## src/sv/sca_pkg.sv

```systemverilog
// Shared types, constants and class tables for the size-class slab allocator.
// No dependencies.
package sca_pkg;

    localparam int ZONE_PAGES  = 16;
    localparam int PAGE_BYTES  = 4096;
    localparam int CLASS_COUNT = 6;
    localparam int HDR_BYTES   = 8;
    localparam int SLOT_BITS   = 13;               // 8-byte slots in the zone
    localparam int LINK_BITS   = SLOT_BITS + 1;    // one extra code for no slot
    localparam int PAGE_BITS   = 4;
    localparam int SPP_BITS    = 9;                // slots per page, log2
    localparam logic [LINK_BITS-1:0] NO_SLOT = LINK_BITS'(1) << SLOT_BITS;

    localparam logic [1:0] K_ALLOC = 2'd0;
    localparam logic [1:0] K_FREE  = 2'd1;
    localparam logic [1:0] K_QUERY = 2'd2;

    localparam logic [2:0] ST_OK   = 3'd0;
    localparam logic [2:0] ST_NULL = 3'd1;
    localparam logic [2:0] ST_BIG  = 3'd2;
    localparam logic [2:0] ST_EXH  = 3'd3;
    localparam logic [2:0] ST_BAD  = 3'd4;

    typedef enum logic [3:0] {
        CMD_NONE, CMD_LATCH, CMD_DECODE, CMD_FILL, CMD_POP_RD, CMD_POP_WR,
        CMD_FREE_RD, CMD_FREE_WR, CMD_RET_RD, CMD_RET_WK, CMD_RET_END, CMD_EMIT
    } t_cmd;

    typedef struct packed {
        logic dec_ok;
        logic is_alloc;
        logic is_free;
        logic need_fill;
        logic fill_last;
        logic do_retire;
        logic walk_end;
        logic out_free;
    } t_dp_stat;

    typedef struct packed {
        logic                 on_list;
        logic [LINK_BITS-1:0] link;
    } t_slot;

    function automatic logic [8:0] f_csize(input logic [2:0] c);
        return 9'(32'd8 << c);
    endfunction

    function automatic logic [9:0] f_objs(input logic [2:0] c);
        return 10'((PAGE_BYTES - HDR_BYTES) >> (32'(c) + 3));
    endfunction

endpackage

```

## src/sv/sca_ctrl.sv

```systemverilog
// Sequencer for the slab allocator: walks each transaction through decode,
// page carve, list pop/push and page retire. Depends on sca_pkg.
module sca_ctrl (
    input  logic              i_clk,
    input  logic              i_rst_n,
    input  logic              i_in_valid,
    output logic              o_in_stall,
    input  sca_pkg::t_dp_stat i_stat,
    output sca_pkg::t_cmd     o_cmd
);
    import sca_pkg::*;

    typedef enum logic [10:0] {
        S_IDLE    = 11'b00000000001,
        S_DECODE  = 11'b00000000010,
        S_FILL    = 11'b00000000100,
        S_POP_RD  = 11'b00000001000,
        S_POP_WR  = 11'b00000010000,
        S_FREE_RD = 11'b00000100000,
        S_FREE_WR = 11'b00001000000,
        S_RET_RD  = 11'b00010000000,
        S_RET_WK  = 11'b00100000000,
        S_RET_END = 11'b01000000000,
        S_DONE    = 11'b10000000000
    } t_state;

    t_state r_state, n_state;

    assign o_in_stall = (r_state != S_IDLE);

    always_comb begin
        n_state = r_state;
        o_cmd   = CMD_NONE;
        unique case (r_state)
            S_IDLE: begin
                if (i_in_valid) begin
                    o_cmd   = CMD_LATCH;
                    n_state = S_DECODE;
                end
            end
            S_DECODE: begin
                o_cmd = CMD_DECODE;
                if (!i_stat.dec_ok)          n_state = S_DONE;
                else if (i_stat.is_alloc)    n_state = i_stat.need_fill ? S_FILL : S_POP_RD;
                else if (i_stat.is_free)     n_state = S_FREE_RD;
                else                         n_state = S_DONE;
            end
            S_FILL: begin
                o_cmd = CMD_FILL;
                if (i_stat.fill_last) n_state = S_POP_RD;
            end
            S_POP_RD: begin
                o_cmd   = CMD_POP_RD;
                n_state = S_POP_WR;
            end
            S_POP_WR: begin
                o_cmd   = CMD_POP_WR;
                n_state = S_DONE;
            end
            S_FREE_RD: begin
                o_cmd   = CMD_FREE_RD;
                n_state = S_FREE_WR;
            end
            S_FREE_WR: begin
                o_cmd   = CMD_FREE_WR;
                n_state = i_stat.do_retire ? S_RET_RD : S_DONE;
            end
            S_RET_RD: begin
                if (i_stat.walk_end) begin
                    n_state = S_RET_END;
                end else begin
                    o_cmd   = CMD_RET_RD;
                    n_state = S_RET_WK;
                end
            end
            S_RET_WK: begin
                o_cmd   = CMD_RET_WK;
                n_state = S_RET_RD;
            end
            S_RET_END: begin
                o_cmd   = CMD_RET_END;
                n_state = S_DONE;
            end
            S_DONE: begin
                if (i_stat.out_free) begin
                    o_cmd   = CMD_EMIT;
                    n_state = S_IDLE;
                end
            end
            default: n_state = S_IDLE;
        endcase
    end

    always_ff @(posedge i_clk) begin
        if (!i_rst_n) r_state <= S_IDLE;
        else          r_state <= n_state;
    end

endmodule

```

## config.mk

```make
export PLATFORM = sky130hd
export DESIGN_NAME = sca_ctrl
export DESIGN_NICKNAME = d
export VERILOG_FILES = /design/src/sv/sca_pkg.sv /design/src/sv/sca_ctrl.sv
export SDC_FILE = /design/constraint.sdc
export NUM_CORES = 1
export LEC_CHECK = 0
export ABC_CLOCK_PERIOD_IN_PS = 4000
export BUFFER_PORTS_ARGS = -buffer_cell sky130_fd_sc_hd__buf_2
export CAP_MARGIN = 20
export CELL_PAD_IN_SITES_DETAIL_PLACEMENT = 2
export CELL_PAD_IN_SITES_GLOBAL_PLACEMENT = 2
export CORE_MARGIN = 5
export CORE_UTILIZATION = 32
export DETAILED_ROUTE_END_ITERATION = 16
export PLACE_DENSITY = 0.83
export SLEW_MARGIN = 20
export SYNTH_ARGS = -nofsm -noshare
export SYNTH_HDL_FRONTEND = slang
export SYNTH_SLANG_ARGS = --single-unit
```

## constraint.sdc

```tcl
create_clock -name i_clk -period 4 [get_ports i_clk]
set_input_delay 0.8 -clock i_clk [delete_from_list [all_inputs] [get_ports i_clk]]
set_output_delay 0.8 -clock i_clk [all_outputs]
set_load 0.05 [all_outputs]
```

======== After elaboration in Yosys (flattened, before gate mapping) ========
Cells that the tools add are included.
word-level totals
  register bits ........................... 11
  bits of input ports ..................... 11
  output and inout bits ................... 5
  logic and storage cells ................. 32
cells by class
  eq/ne operators ......................... 15
  multiplexer cells ....................... 14
  reduce and logical (&&, ||, !) cells .... 2
operator list
  kind                                                                       count
  11-bit one-hot mux with 10 select lines                                    1
  11-bit 2-to-1 mux                                                          7
  4-bit one-hot mux with 11 select lines                                     1
  4-bit 2-to-1 mux                                                           3
  11-bit by 1-bit == test with 1-bit output (second input constant)          1
  11-bit by 10-bit == test with 1-bit output (second input constant)         1
  11-bit == test (second input constant)                                     1
  11-bit by 2-bit == test with 1-bit output (second input constant)          1
  11-bit by 3-bit == test with 1-bit output (second input constant)          1
  11-bit by 4-bit == test with 1-bit output (second input constant)          1
  11-bit by 5-bit == test with 1-bit output (second input constant)          1
  11-bit by 6-bit == test with 1-bit output (second input constant)          1
  11-bit by 7-bit == test with 1-bit output (second input constant)          1
  11-bit by 8-bit == test with 1-bit output (second input constant)          1
  11-bit by 9-bit == test with 1-bit output (second input constant)          1
  11-bit by 1-bit inequality test with 1-bit output (second input constant)  1
  10-bit 2-to-1 mux                                                          1
  2-bit inequality test (second input constant)                              3
  3-bit AND reduction                                                        1
  2-bit OR reduction                                                         1
  1-bit 2-to-1 mux                                                           1

======== Logic depth before layout (Yosys ltp) ========
  depth in word-level cells ............... 4
  mapped depth ............................ 5
  gate-level depth less buffers ........... 4

======== Worst setup path before layout ========
Ideal clock, no wire load.
  kind .................................... flip-flop to output port
  start point ............................. register r_state[0]
  end point ............................... output o_cmd[3]
  arrival time ............................ 2.000 ns
  required time ........................... 3.200 ns
  path slack .............................. 1.200 ns
  stages on the path, launching flop included .. 4
  cells stage by stage .................... dfxtp_1 > nor4_2 > nand4_1 > o211ai_1
between the ends
  word-level cells in the longest chain between the ends .. 2
  elaborated cells between the ends (all ways) .. 12
ends and longest elaborated chain
  element                                       RTL line        source
  start: declaration                            sca_ctrl.sv:27  t_state r_state, n_state;
  start signal: assignment                      sca_ctrl.sv:96  else r_state <= n_state;
  11-bit == test, or another cell as far along  sca_ctrl.sv:34  unique case (r_state)
  4-bit one-hot mux with 11 select lines (*)    sca_ctrl.sv:34
  end: declaration                              sca_ctrl.sv:9   output sca_pkg::t_cmd o_cmd
Every way passes the cells marked *; elsewhere a longest branch is shown, timed or not.

======== Final worst setup path ========
  start point ............................. register r_state[0]
  end point ............................... output o_cmd[0]
Same word-level chain as after synthesis.

==> impl_metrics.ini <==
[yosys]
synth_edf_count = 0
yosysWarningCount = 0
async_reset_ff_frac = 0
synth-seq-cells = 11
ys_types = 36
synth_area_um2 = 728.2
ys_seq_area_frac = 0.3024
synthCells = 89
ys.flop_type = dfxtp_1
synth.area.top_cells = dfxtp_1 (30%), nand4_1 (8.6%), nor4b_1 (6.0%)
synth_area_leader_cell = dfxtp_1
syn_avg_cell_area_um2 = 8.182
synthesis.nets = 100
synth_top_area_frac = 0.3024

[setup_path]
crit_type = register to output pin
critical_path_required_ps = 3200
critPathMaxStageDelay_ps = 760
cp-start-kind = register
cp_max_fo = 10
path_cells = nor4_2, nor3b_1, o21ai_0, nand4_1, buf_2
worstPathArrival_ps = 2370
cp-end-kind = output pin
crit_slowest_cell = nor4_2

[final_layout]
area_growth_pct = 18.56
final_nets = 119
fill_cells = 269
n_antenna_cell = 0
drive_gt1_frac = 0.2336
largest_registers = r_state x11
regMostFlops = r_state
largest_reg_flops = 11
layout.cells.non_filler = 135

[clock_tree]
clkTransAtPathRegs_ps = 80
cts_buffers = 3
postCtsSetupBuffers = 0
ctsHoldBuffers = 0
clk_latency_ps = 280
cts_buffer_depth = 2
ctsResizeCount = 0
cts_sinks = 11
cts_root_buffer = clkbuf_4
cts_tree = yes
htreeDepth = 1

[timing]
clock.fmax_mhz = 315.8
fin_crit_ps = 3166
setup_viol = 0
clock_skew_ps = 4.772
worst_pin_slew_ps = 820.7
max_slew_margin = 0.4483
slew_viol_final = 0
period_share = 0.7915
hold_violations = 0
fin_setup_tns_ps = 0
timing.hold.ws_ps = 702.7
rsz0062_at_grt = false

[hold_path]
min_path_type = input pin to register

[global_routing]
grt_max_degree = 14
first_global_vias = 861
antenna_found_initial = 0
track_usage = 0.1636
grt_pass1_wl_um = 4112
overflow = 0

[status]
status = completed

[detailed_routing]
drc = 0
via_count = 797
routed_wl_um = 2526
drt_first_pass_iters = 4
ant_nets = 0
post_drt_wl_per_cell_um = 18.71
via_per_inst = 5.904
drtIter0Drc = 11

[power]
p_per_area_nw_per_um2 = 348.9
total_leakage_power_nw = 0.3652
peakVddDrop_v = 0.0001435

[floorplan]
die-area_um2 = 3330
die-width_um = 57.71
die_y_um = 57.71
io_pins = 16
coreArea_um2 = 2191
start_util = 0.3324
num_rows = 17

[placed_design]
place_inst = 131
port-buffer-count = 15
place.gp.congestion = 0.7356
dp_hpwl_um = 2042

[run]
maxCapViolCount = 0
-- cell families after synthesis --
family | Yosys count | share of synthesized area
AND/OR/NAND/NOR | 59 | 0.5275
AO/OA/AOI/OAI | 12 | 0.1186
buffers and inverters | 5 | 0.02748
XOR/XNOR | 2 | 0.02406
flip-flops | 11 | 0.3024
-- worst max-delay path: cells and delay by family, from the launching register on --
family          cells  cell delay (ps)
compound gates      1              200
simple gates        3             1230
flops               1              370
buf+inv             1              270
-- cells in the mapped netlist, types with 3 or more instances --
library cell	number
a21oi_1	3
nand2_1	5
inv_1	3
dfxtp_1	11
nand4b_1	3
nand4_1	10
nand3_1	7
nor2_1	10
nor4b_1	5
nor2b_1	3
-- power breakdown --
group / switching, W / internal [W]
registers: 0.00000778 / 0.000114
logic: 0.0000636 / 0.0000336
clock network: 0.0000434 / 0.0000388
-- cells in the final DEF (no fill, tap or decap), types with 2 or more instances in the layout --
cell / netlist / routed
buf_2: 0 / 15
dfxtp_1: 11 / 11
nor2_1: 10 / 10
nand4_1: 10 / 10
nand3_1: 7 / 7
nor4b_1: 5 / 5
nand2_1: 5 / 5
inv_1: 3 / 3
nor2b_1: 3 / 3
nand4b_1: 3 / 3
a21oi_1: 3 / 3
clkbuf_4: 0 / 3
nor3_1: 2 / 2
xor2_1: 2 / 2
o211ai_1: 2 / 2
-- final cells by class --
class	instances	area (um^2)	area share
multi-input cells	73	488.0	0.5652
clock buffers	4	26.28	0.03043
well taps	28	35.03	0.04058
inverters	3	11.26	0.01304
flip-flops and latches	11	220.2	0.2551
repair buffers	16	82.58	0.09565
-- final timing paths --
check	slack, ps	endpoint	depth (start not counted)	start
hold / removal	700	r_state[8]	2	i_stat[1]
setup / recovery	830	o_cmd[0]	5	r_state[0]
hold reg to reg	710	r_state[10]	2	r_state[10]
setup reg to reg	2040	r_state[10]	4	r_state[0]
-- layer usage --
layer	up-vias	routed length, um	GRT usage
met2	20	1262	0.2919
li1	384	-	-
met3	6	96	0.03563
met5	-	0	0
met4	0	54	0.06291
met1	387	1113	0.1883
-- per-stage QoR --
stage	total power [W]	cell area, um^2	setup slack [ps]	util
5_1_grt	0.0003182	863.3	626.2	0.3941
4_1_cts	0.0003014	863.3	865.8	0.3941
3_5_place_dp	0.0002219	837.1	1164	0.3821
3_3_place_gp	0.0002175	837.1	1282	0.3821
2_1_floorplan	0.0001922	728.2	1200	-
6_report	0.0003012	863.3	833.8	0.3941
Note: power is estimated with default switching activity, not from simulation.
